`src/sv/btlv_pkg.sv`:
```
// ----------------------------------------------------------------------------
// btlv_pkg
// Shared types and constants for the BER TLV element decoder.
// ----------------------------------------------------------------------------
`default_nettype none

package btlv_pkg;

  // defaults for the top-level parameters
  localparam int unsigned MAX_SEPTETS_DEF = 9;
  localparam int unsigned VALUE_BITS_DEF  = 32;

  // result queue depth (one byte can produce two results)
  localparam int unsigned RES_DEPTH = 4;

  // element selection on the identifier byte
  localparam logic [1:0] FUNC_INTEGER = 2'd0;
  localparam logic [1:0] FUNC_OID     = 2'd1;
  localparam logic [1:0] FUNC_OCTETS  = 2'd2;
  localparam logic [1:0] FUNC_GENERIC = 2'd3;

  // result kinds
  localparam logic [1:0] KIND_HEADER = 2'd0;
  localparam logic [1:0] KIND_INT    = 2'd1;
  localparam logic [1:0] KIND_ARC    = 2'd2;

  // universal tag numbers of the fixed element types
  localparam logic [31:0] TAG_INTEGER = 32'd2;
  localparam logic [31:0] TAG_OCTETS  = 32'd4;
  localparam logic [31:0] TAG_OID     = 32'd6;

  localparam logic [4:0] TAG_HIGH_FORM  = 5'h1F;
  localparam logic [7:0] LEN_LONG_FIRST = 8'h81;
  localparam int unsigned OID_ARC_BASE  = 40;

  typedef struct packed {
    logic [1:0]         kind;
    logic [1:0]         tag_class;
    logic               constructed;
    logic [31:0]        tag_number;
    logic               mismatch;
    logic [31:0]        content_length;
    logic signed [31:0] int_value;
    logic [31:0]        arc_value;
    logic               last;
  } btlv_result_t;

endpackage

`default_nettype wire

```
`src/sv/btlv_parser.sv`:
```
// ----------------------------------------------------------------------------
// btlv_parser
// Byte-wide TLV parser: holds the decode state and turns each accepted byte
// into zero, one or two result records.
// ----------------------------------------------------------------------------
`default_nettype none

module btlv_parser #(
  parameter int unsigned MAX_SEPTETS = 9,
  parameter int unsigned VALUE_BITS  = 32
) (
  input  wire logic                  clk,
  input  wire logic                  rst,
  input  wire logic                  accept,
  input  wire logic [7:0]            data_byte,
  input  wire logic [1:0]            func,
  input  wire logic [1:0]            expected_class,
  input  wire logic                  expected_constructed,
  input  wire logic [31:0]           expected_tag,
  output logic [1:0]                 res_count,
  output btlv_pkg::btlv_result_t     res_a,
  output btlv_pkg::btlv_result_t     res_b
);
  import btlv_pkg::*;

  localparam int unsigned SC_W  = $clog2(MAX_SEPTETS + 1);
  localparam int unsigned CMP_W = (VALUE_BITS > 32) ? VALUE_BITS : 32;

  localparam logic [2:0] PH_IDLE    = 3'd0;
  localparam logic [2:0] PH_TAGHI   = 3'd1;
  localparam logic [2:0] PH_LEN     = 3'd2;
  localparam logic [2:0] PH_LENLONG = 3'd3;
  localparam logic [2:0] PH_INT     = 3'd4;
  localparam logic [2:0] PH_OID     = 3'd5;

  logic [2:0]            phase, phase_next;
  logic [1:0]            element_kind, element_kind_next;
  logic [1:0]            want_class, want_class_next;
  logic                  want_constructed, want_constructed_next;
  logic [31:0]           want_tag, want_tag_next;
  logic [1:0]            got_class, got_class_next;
  logic                  got_constructed, got_constructed_next;
  logic [VALUE_BITS-1:0] accumulator, accumulator_next;
  logic [SC_W-1:0]       septet_count, septet_count_next;
  logic [31:0]           remaining_count, remaining_count_next;
  logic [31:0]           length_value, length_value_next;
  logic [31:0]           consumed_count, consumed_count_next;
  logic                  first_subid, first_subid_next;

  logic [VALUE_BITS-1:0] acc_sh7, acc_sh8, acc_sext;
  logic [SC_W-1:0]       sc_inc;
  logic [31:0]           rem_dec, cons_inc, len_shift;
  logic                  hdr_fire, done, subid_end;
  logic [31:0]           hdr_len;

  assign acc_sh7  = {accumulator[VALUE_BITS-8:0], data_byte[6:0]};
  assign acc_sh8  = {accumulator[VALUE_BITS-9:0], data_byte};
  assign acc_sext = {{(VALUE_BITS-8){data_byte[7]}}, data_byte};
  assign sc_inc   = septet_count + SC_W'(1);
  assign rem_dec  = remaining_count - 32'd1;
  // saturate the consumed count
  assign cons_inc = (consumed_count == '1) ? consumed_count : consumed_count + 32'd1;
  assign len_shift = {length_value[23:0], data_byte};
  assign subid_end = (sc_inc >= SC_W'(MAX_SEPTETS)) || !data_byte[7];
  assign done      = cons_inc >= length_value;

  always_comb begin
    phase_next            = phase;
    element_kind_next     = element_kind;
    want_class_next       = want_class;
    want_constructed_next = want_constructed;
    want_tag_next         = want_tag;
    got_class_next        = got_class;
    got_constructed_next  = got_constructed;
    accumulator_next      = accumulator;
    septet_count_next     = septet_count;
    remaining_count_next  = remaining_count;
    length_value_next     = length_value;
    consumed_count_next   = consumed_count;
    first_subid_next      = first_subid;
    hdr_fire              = 1'b0;
    hdr_len               = 32'd0;
    res_count             = 2'd0;
    res_a                 = '0;
    res_b                 = '0;

    unique case (phase)
      PH_IDLE: begin
        element_kind_next     = func;
        want_class_next       = 2'd0;
        want_constructed_next = 1'b0;
        unique case (func)
          FUNC_INTEGER: want_tag_next = TAG_INTEGER;
          FUNC_OID:     want_tag_next = TAG_OID;
          FUNC_OCTETS:  want_tag_next = TAG_OCTETS;
          default: begin
            want_class_next       = expected_class;
            want_constructed_next = expected_constructed;
            want_tag_next         = expected_tag;
          end
        endcase
        got_class_next       = data_byte[7:6];
        got_constructed_next = data_byte[5];
        if (data_byte[4:0] != TAG_HIGH_FORM) begin
          accumulator_next = VALUE_BITS'(data_byte[4:0]);
          phase_next       = PH_LEN;
        end else begin
          accumulator_next  = '0;
          septet_count_next = '0;
          phase_next        = PH_TAGHI;
        end
      end
      PH_TAGHI: begin
        accumulator_next  = acc_sh7;
        septet_count_next = sc_inc;
        if (subid_end) phase_next = PH_LEN;
      end
      PH_LEN: begin
        if (data_byte >= LEN_LONG_FIRST) begin
          remaining_count_next = 32'(data_byte[6:0]);
          length_value_next    = 32'd0;
          phase_next           = PH_LENLONG;
        end else begin
          hdr_fire = 1'b1;
          hdr_len  = 32'(data_byte);
        end
      end
      PH_LENLONG: begin
        remaining_count_next = rem_dec;
        length_value_next    = len_shift;
        if (rem_dec == 32'd0) begin
          hdr_fire = 1'b1;
          hdr_len  = len_shift;
        end
      end
      PH_INT: begin
        accumulator_next     = (consumed_count == 32'd0) ? acc_sext : acc_sh8;
        consumed_count_next  = 32'd1;
        remaining_count_next = rem_dec;
        if (rem_dec == 32'd0) begin
          res_count           = 2'd1;
          res_a.kind          = KIND_INT;
          res_a.int_value     = 32'(accumulator_next);
          res_a.last          = 1'b1;
          accumulator_next    = '0;
          consumed_count_next = 32'd0;
          phase_next          = PH_IDLE;
        end
      end
      PH_OID: begin
        consumed_count_next = cons_inc;
        accumulator_next    = acc_sh7;
        septet_count_next   = sc_inc;
        if (subid_end) begin
          if (first_subid) begin
            res_count   = 2'd2;
            res_a.kind  = KIND_ARC;
            res_b.kind  = KIND_ARC;
            res_b.last  = done;
            // first subidentifier carries two arcs
            if (acc_sh7 < VALUE_BITS'(2 * OID_ARC_BASE)) begin
              if (acc_sh7 >= VALUE_BITS'(OID_ARC_BASE)) begin
                res_a.arc_value = 32'd1;
                res_b.arc_value = 32'(acc_sh7 - VALUE_BITS'(OID_ARC_BASE));
              end else begin
                res_a.arc_value = 32'd0;
                res_b.arc_value = 32'(acc_sh7);
              end
            end else begin
              res_a.arc_value = 32'd2;
              res_b.arc_value = 32'(acc_sh7 - VALUE_BITS'(2 * OID_ARC_BASE));
            end
          end else begin
            res_count       = 2'd1;
            res_a.kind      = KIND_ARC;
            res_a.arc_value = 32'(acc_sh7);
            res_a.last      = done;
          end
          first_subid_next  = 1'b0;
          accumulator_next  = '0;
          septet_count_next = '0;
          if (done) begin
            consumed_count_next = 32'd0;
            first_subid_next    = 1'b1;
            phase_next          = PH_IDLE;
          end
        end
      end
      default: phase_next = PH_IDLE;
    endcase

    // close the header: emit it and pick the content handling
    if (hdr_fire) begin
      length_value_next    = hdr_len;
      res_count            = 2'd1;
      res_a.kind           = KIND_HEADER;
      res_a.tag_class      = got_class;
      res_a.constructed    = got_constructed;
      res_a.tag_number     = 32'(accumulator);
      res_a.mismatch       = (got_class != want_class) ||
                             (CMP_W'(accumulator) != CMP_W'(want_tag)) ||
                             (got_constructed != want_constructed);
      res_a.content_length = hdr_len;
      res_a.last           = element_kind[1];
      accumulator_next     = '0;
      septet_count_next    = '0;
      consumed_count_next  = 32'd0;
      if (element_kind == FUNC_INTEGER) begin
        remaining_count_next = (hdr_len != 32'd0) ? hdr_len : 32'd1;
        phase_next           = PH_INT;
      end else if (element_kind == FUNC_OID) begin
        first_subid_next = 1'b1;
        phase_next       = PH_OID;
      end else begin
        phase_next = PH_IDLE;
      end
    end
  end

  always_ff @(posedge clk) begin
    if (rst) begin
      phase            <= PH_IDLE;
      element_kind     <= 2'd0;
      want_class       <= 2'd0;
      want_constructed <= 1'b0;
      want_tag         <= 32'd0;
      got_class        <= 2'd0;
      got_constructed  <= 1'b0;
      accumulator      <= '0;
      septet_count     <= '0;
      remaining_count  <= 32'd0;
      length_value     <= 32'd0;
      consumed_count   <= 32'd0;
      first_subid      <= 1'b1;
    end else if (accept) begin
      phase            <= phase_next;
      element_kind     <= element_kind_next;
      want_class       <= want_class_next;
      want_constructed <= want_constructed_next;
      want_tag         <= want_tag_next;
      got_class        <= got_class_next;
      got_constructed  <= got_constructed_next;
      accumulator      <= accumulator_next;
      septet_count     <= septet_count_next;
      remaining_count  <= remaining_count_next;
      length_value     <= length_value_next;
      consumed_count   <= consumed_count_next;
      first_subid      <= first_subid_next;
    end
  end

endmodule

`default_nettype wire

```
`src/sv/btlv_res_fifo.sv`:
```
// ----------------------------------------------------------------------------
// btlv_res_fifo
// Small result queue: takes up to two records per cycle, hands out one.
// ----------------------------------------------------------------------------
`default_nettype none

module btlv_res_fifo #(
  parameter int unsigned DEPTH = 4
) (
  input  wire logic                     clk,
  input  wire logic                     rst,
  input  wire logic [1:0]               push_count,
  input  wire btlv_pkg::btlv_result_t   push_a,
  input  wire btlv_pkg::btlv_result_t   push_b,
  input  wire logic                     pop,
  output btlv_pkg::btlv_result_t        head,
  output logic [$clog2(DEPTH+1)-1:0]    level
);
  import btlv_pkg::*;

  localparam int unsigned PTR_W = $clog2(DEPTH);
  localparam int unsigned LVL_W = $clog2(DEPTH + 1);

  btlv_result_t entries [DEPTH];
  logic [PTR_W-1:0] wr_ptr, rd_ptr, wr_ptr_p1;
  logic [LVL_W-1:0] level_next;

  function automatic logic [PTR_W-1:0] ptr_inc(input logic [PTR_W-1:0] p);
    ptr_inc = (p == PTR_W'(DEPTH - 1)) ? '0 : p + PTR_W'(1);
  endfunction

  assign wr_ptr_p1  = ptr_inc(wr_ptr);
  assign head       = entries[rd_ptr];
  assign level_next = level + LVL_W'(push_count) - LVL_W'(pop);

  always_ff @(posedge clk) begin
    if (push_count != 2'd0) entries[wr_ptr] <= push_a;
    if (push_count == 2'd2) entries[wr_ptr_p1] <= push_b;
  end

  always_ff @(posedge clk) begin
    if (rst) begin
      wr_ptr <= '0;
      rd_ptr <= '0;
      level  <= '0;
    end else begin
      if (push_count == 2'd1) wr_ptr <= wr_ptr_p1;
      else if (push_count == 2'd2) wr_ptr <= ptr_inc(wr_ptr_p1);
      if (pop) rd_ptr <= ptr_inc(rd_ptr);
      level <= level_next;
    end
  end

endmodule

`default_nettype wire

```
`src/sv/ber_tlv_element_decoder_core.sv`:
```
// Output: each result is written into the result queue when the byte that completes it is accepted.
// Throughput: one byte per cycle; the first OID subidentifier yields two results,
// which the queue absorbs, so input stalls only when out_stall backs the queue up.
// Queue: four entries; input stalls when fewer than two are free.
// Reset: synchronous, active high; returns to awaiting an identifier and empties
// the result queue.
// ----------------------------------------------------------------------------
// ber_tlv_element_decoder_core
// BER TLV element decoder: identifier, length, INTEGER value and OID arcs.
// ----------------------------------------------------------------------------
`default_nettype none

module ber_tlv_element_decoder_core #(
  parameter int unsigned MAX_SEPTETS = btlv_pkg::MAX_SEPTETS_DEF,
  parameter int unsigned VALUE_BITS  = btlv_pkg::VALUE_BITS_DEF
) (
  input  wire logic               clk,
  input  wire logic               rst,
  input  wire logic               in_valid,
  output logic                    in_stall,
  input  wire logic [7:0]         data_byte,
  input  wire logic [1:0]         func,
  input  wire logic [1:0]         expected_class,
  input  wire logic               expected_constructed,
  input  wire logic [31:0]        expected_tag,
  output logic                    out_valid,
  input  wire logic               out_stall,
  output logic [1:0]              kind,
  output logic [1:0]              tag_class,
  output logic                    constructed,
  output logic [31:0]             tag_number,
  output logic                    mismatch,
  output logic [31:0]             content_length,
  output logic signed [31:0]      int_value,
  output logic [31:0]             arc_value,
  output logic                    last
);
  import btlv_pkg::*;

  localparam int unsigned LVL_W = $clog2(RES_DEPTH + 1);

  logic             in_accept, out_accept;
  logic [1:0]       res_count, push_count;
  btlv_result_t     res_a, res_b, head;
  logic [LVL_W-1:0] level;

  // hold off requests unless two queue slots are free
  assign in_stall   = level > LVL_W'(RES_DEPTH - 2);
  assign in_accept  = in_valid && !in_stall;
  assign out_valid  = level != '0;
  assign out_accept = out_valid && !out_stall;
  assign push_count = in_accept ? res_count : 2'd0;

  btlv_parser #(
    .MAX_SEPTETS (MAX_SEPTETS),
    .VALUE_BITS  (VALUE_BITS)
  ) u_parser (
    .clk                  (clk),
    .rst                  (rst),
    .accept               (in_accept),
    .data_byte            (data_byte),
    .func                 (func),
    .expected_class       (expected_class),
    .expected_constructed (expected_constructed),
    .expected_tag         (expected_tag),
    .res_count            (res_count),
    .res_a                (res_a),
    .res_b                (res_b)
  );

  btlv_res_fifo #(
    .DEPTH (RES_DEPTH)
  ) u_res_fifo (
    .clk        (clk),
    .rst        (rst),
    .push_count (push_count),
    .push_a     (res_a),
    .push_b     (res_b),
    .pop        (out_accept),
    .head       (head),
    .level      (level)
  );

  assign kind           = head.kind;
  assign tag_class      = head.tag_class;
  assign constructed    = head.constructed;
  assign tag_number     = head.tag_number;
  assign mismatch       = head.mismatch;
  assign content_length = head.content_length;
  assign int_value      = head.int_value;
  assign arc_value      = head.arc_value;
  assign last           = head.last;

  a_level_bound: assert property (@(posedge clk) disable iff (rst)
    level <= LVL_W'(RES_DEPTH))
    else $error("result queue overfilled");

  a_level_track: assert property (@(posedge clk) disable iff (rst)
    !out_accept |=> level == $past(level) + LVL_W'($past(push_count)))
    else $error("result queue level lost track of pushes");

  a_pair_only_on_oid: assert property (@(posedge clk) disable iff (rst)
    push_count == 2'd2 |-> (res_a.kind == KIND_ARC && res_b.kind == KIND_ARC))
    else $error("two results from one byte that are not OID arcs");

  a_stall_room: assert property (@(posedge clk) disable iff (rst)
    !in_stall |-> level <= LVL_W'(RES_DEPTH - 2))
    else $error("request taken without room for two results");

endmodule

`default_nettype wire
```
`config.mk`:
```
export PLATFORM = sky130hd
export DESIGN_NAME = ber_tlv_element_decoder_core
export DESIGN_NICKNAME = d
export VERILOG_FILES = /design/src/sv/btlv_pkg.sv /design/src/sv/btlv_parser.sv /design/src/sv/btlv_res_fifo.sv /design/src/sv/ber_tlv_element_decoder_core.sv
export SDC_FILE = /design/constraint.sdc
export NUM_CORES = 2
export LEC_CHECK = 0
export BUFFER_PORTS_ARGS = -buffer_cell sky130_fd_sc_hd__buf_2
export CAP_MARGIN = 20
export CORE_UTILIZATION = 65
export CTS_BUF_LIST = sky130_fd_sc_hd__clkbuf_2
export DETAILED_ROUTE_END_ITERATION = 8
export HOLD_SLACK_MARGIN = 0.06
export PLACE_DENSITY = 0.82
export SKIP_LAST_GASP = 1
export SLEW_MARGIN = 30
export SYNTH_ARGS = -nofsm -noshare
export SYNTH_HDL_FRONTEND = slang
export SYNTH_SLANG_ARGS = --single-unit
```
`constraint.sdc`:
```
create_clock -name clk -period 13 [get_ports clk]
set_input_delay 1.95 -clock clk [delete_from_list [all_inputs] [get_ports clk]]
set_output_delay 1.95 -clock clk [all_outputs]
set_load 0.05 [all_outputs]
```
Word level (Yosys, flattened, before mapping):

Memories as Yosys holds them, arrays and structs flattened. A register that Yosys moved wholly into a read port is not among the register bits.
Cells that the tools add are included.

* output and inout port bits: 137
* bits in latches: 0
* flip-flop bits (word level): 183
* memory bits (writable): 540
* memories: 1
* bits in read-only memories: 0
* input port bits: 49

* $add $sub $neg: 10
* bitwise logic cells: 0
* multipliers: 0
* equality and inequality tests: 25
* shift-type cells: 0
* reduce and logical (&&, ||, !) cells: 29
* muxes and demuxes: 87
* div/mod/pow operators: 0
* $lt $le $gt $ge: 6

Memories
* u_res_fifo.entries: words 4, bits a word 135, rd ports 1, clocked after Yosys merged registers in 1, write ports 2, line btlv_res_fifo.sv:24 `btlv_result_t entries [DEPTH];`

Operators by type and width (number)
* $mux 32: 21
* $pmux 32 s2: 4
* $mux 33: 4
* $pmux 32 s4: 1
* $pmux 32 s3: 1
* $mux 70: 1
* $logic_not 32->1: 2
* $mux 2: 18
* $add 32x1->32 const B: 1
* $eq 32x32->1 const B: 1
* $ge 32x32->1: 1
* $ge 32x6->1 const B: 1
* $lt 32x7->1 const B: 1
* $ne 32x32->1: 1
* $reduce_bool 32->1: 1
* $sub 32x1->32 const B: 1
* $sub 32x6->32 const B: 1
* $sub 32x7->32 const B: 1
* $mux 3: 8
* $mux 1: 18
* $pmux 3 s6: 1
* $ne 3x1->1 const B: 5
* $mux 4: 3
* $pmux 4 s3: 1
* 35 further kinds: 59

Longest topological paths before layout:

* word-level depth: 10
* depth in mapped cells: 19

Cells and area by module:

Synthesis repeated with hierarchy kept, for this count alone.

* cells, all modules: 3253
* area total of the unflattened synthesis: 40164.8 µm²

By module, submodules not included
* btlv_res_fifo: instances 1, cells each 1364, area an instance 26490.4 µm²
* btlv_parser: instances 1, cells each 1882, area an instance 13606.8 µm²
* ber_tlv_element_decoder_core: instances 1, cells each 7, area an instance 67.6 µm²

Worst setup path after synthesis:

OpenSTA, ideal clock, no wires.

* path kind: input-to-reg
* from: in data_byte[4]
* to: mem u_res_fifo.entries[2][0] in the netlist's numbering (enable)
* stages: 16
* slack: 6.914 ns
* data required time: 12.588 ns
* arrival: 5.674 ns
* cells stage by stage: clkbuf_1 inv_1 clkbuf_1 ha_1 nor2b_1 nand2_1 a211oi_1 a21o_1 o31ai_1 ha_1 and2_1 clkbuf_1 nor2_1 clkbuf_1 clkbuf_1 inv_1

RTL lines
* start, declared: line ber_tlv_element_decoder_core.sv:21 `input wire logic [7:0] data_byte,`
* end, declared: line btlv_res_fifo.sv:24

==> metrics.txt <==
synth warn=0; RSZ-0062 raised after global routing=false; Final Skew=approximately 0.13 ns; number of routed nets with antenna violations=0; syn nets=between 3,000 and 4,000; die height=232 um; Total Wirelength=114,000 um; Setup Buffers After CTS=0; Area growth, synth to finish=8.07%; via count=between 30,000 and 40,000; final worst setup slack=6.12 ns; GRT overflow=0; crit path from=u_parser.remaining_count[0]$_SDFFE_PP0P_; hold buffer count at cts=0; Max Root-Sink Buffers=3; Top FF cell, synth=dfxtp_1; first-pass iteration count of the detailed router=9; worst-path fanout max=54; Rel. slew slack=27.3%; fill count=roughly 3,800; min Tclk post-route=a little under 7 ns; Final Wtd Congestion=0.974; IO Count=186; final setup TNS=0 ns; Worst Max-Slew Pin Slew=roughly 1.1 ns; Worst setup SP type=register; commonest non-fill, non-tap cell in the layout=dfxtp_1; Total GRT Usage=a little over two fifths; WS Path Type=reg2reg; DIE AREA=0.0536 sq mm; Synth Instances=between 3,000 and 4,000; largest net degree at the start of global routing=between 60 and 70; Pins Over Slew Limit=0; WL per Instance=26.1 um; hold path start=u_res_fifo.entries[2][133]$_SDFFE_PP0P_; asr flop ratio synth=0%; post-CTS sizing=0; r2r startpoint=u_parser.remaining_count[0]$_SDFFE_PP0P_; most frequent cells in the layout=dfxtp_1, nand2_1, a22o_1; Num CTS Buffers=177; Synth Register Bits=about 730; register area share after synthesis=between 40 and 50%; row count=83; DRT iter0 DRCs=between 3,000 and 4,000; synthesized area=approximately 0.034 sq mm; Avg Cell Area, Syn=a little under 10 sq um; core region area=approximately 0.052 sq mm; CP arrival=between 7 and 8 ns; Worst setup EP type=register; Hold Crit Class=reg2reg; drt drc=0; Place WS=5.78 ns; Worst Path Required=between 10 and 15 ns; vias per cell=7.08; CTS tree=built; layout cells sized above 1=between 20% and 30%; period utilization=a little over half; total of max-cap violations=0; Worst VDD drop=~0.08 mV; starting density of the core=66.3%; chip width=between 200 and 250 um; vias in the first global route=30,200; P per Cell Area=154 mW/mm^2; Setup violations, final=0; Yosys cell types=93; initial antenna violation count=3; nets@finish=between 3,000 and 4,000; status=completed; clock root buffer=clkbuf_2; Design Power=between 0.005 and 0.006 W; H-tree depth reported by CTS=4; first-pass GRT wire length=~170,000 um; clock transition at the registers of the reported paths=around 0.10 ns; PortBufs=around 190; clock sink total=725; Fin. Hold Viols=0; Detailed Place HPWL=around 74,000 um; Peak Freq=between 0.1 and 0.15 GHz; Post-synth EDFFs=136; Pleak=approximately 14 nW; Clock Latency Late Sink=between 1 and 1.5 ns
[flip-flops by register name, indices dropped and copies added (netlist names), 2 cells and up, named ones only]
register                  count
u_parser.want_tag            32
u_parser.septet_count         4
u_parser.length_value        32
u_parser.remaining_count     32
u_res_fifo.rd_ptr             2
u_res_fifo.level              3
u_parser.want_class           2
u_parser.got_class            2
u_parser.consumed_count      32
u_res_fifo.wr_ptr             2
u_parser.phase                3
u_parser.accumulator         32
u_parser.element_kind         2
u_res_fifo.entries          540
[per-stage QoR]
stage | area (sq um) | utilization [%] | std cells | hold slack (ns)
final | 37000 | 71.6 | 4360 | 0.451
after CTS | 37000 | 71.5 | 4354 | 0.450
after global routing | 37000 | 71.6 | 4356 | 0.463
after floorplan | 34300 | - | 3454 | 0.418
after global placement | 35400 | 68.5 | 4060 | 0.427
after detailed placement | 35400 | 68.5 | 4060 | 0.435
[layer usage]
layer | part of all wire, % | global-route usage (%) | wire (um)
met5 | 0 | 0 | 0
met4 | 5.5 | 24.4 | 6290
met3 | 13 | 12.6 | 14400
met2 | 45 | 63.9 | 50900
met1 | 37 | 54.1 | 42300
[worst max-delay path, cell delays in order, from the launching register on]
cell       delay [ns]
dfxtp_1          0.40
inv_1            0.13
ha_1             0.35
nor4b_2          0.60
nand4_1          0.34
o31a_1           0.37
a2111oi_2        0.66
nand2_2          0.37
nor4_4           0.55
o31ai_1          0.18
ha_1             0.30
and2_0           0.28
nor2_4           0.14
buf_4            0.58
clkinv_1         0.78
buf_4            0.49
[power by group]
part / total [W] / switching [W] / internal, W
Sequential: 0.00250 / 0.000136 / 0.00237
Clock: 0.00150 / 0.000942 / 0.000556
Combinational: 0.00170 / 0.00119 / 0.000510
Total: 0.00570 / 0.00227 / 0.00343
[cell families (layout without fill, tap and decap cells)]
logic type	after synthesis	count (layout)	synth area share [%]
buf+inv	418	638	4.80
flops	725	725	46.3
xor+xnor	86	86	2.20
other cells	0	6	0
fa+ha+maj	61	61	2.25
mux	166	166	9.79
compound gates	1074	1074	21.6
simple gates	924	924	13.1
[Yosys cell counts, drive strengths merged, types with 45 or more instances]
master  instances  area (sq um)
mux4          135          3040
clkbuf        274          1030
nor3           45           241
nor2          184           701
o31ai          57           428
nand3          75           375
a31oi          71           444
nand2         371          1400
ha             60           751
inv            75           282
nor4           67           492
buf            66           323
a21oi         156           807
edfxtp        136          4080
xor2           54           473
o21ai         287          1440
dfxtp         589         11800
a22o          288          2520
[worst paths after layout]
path	end	slack [ns]	depth (start not counted)
setup / recovery	u_res_fifo.entries[0][13]$_DFFE_PP_	6.12	15
hold / removal	u_res_fifo.entries[2][133]$_SDFFE_PP0P_	0.45	2
setup reg to reg	u_res_fifo.entries[0][13]$_DFFE_PP_	6.12	15
hold reg to reg	u_res_fifo.entries[2][133]$_SDFFE_PP0P_	0.45	2
[cell type report]
cell class	count	area [sq um]	share of cell area, %
Multi-Input combinational cell	2311	16900	45.7
Sequential cell	725	15900	42.9
Timing Repair Buffer	266	1540	4.17
Clock buffer	246	1230	3.32
Tap cell	680	851	2.30
Inverter	78	293	0.791
Clock inverter	48	292	0.787
Antenna cell	6	15.0	0.0405
Note: power is estimated with default switching activity, not from simulation.
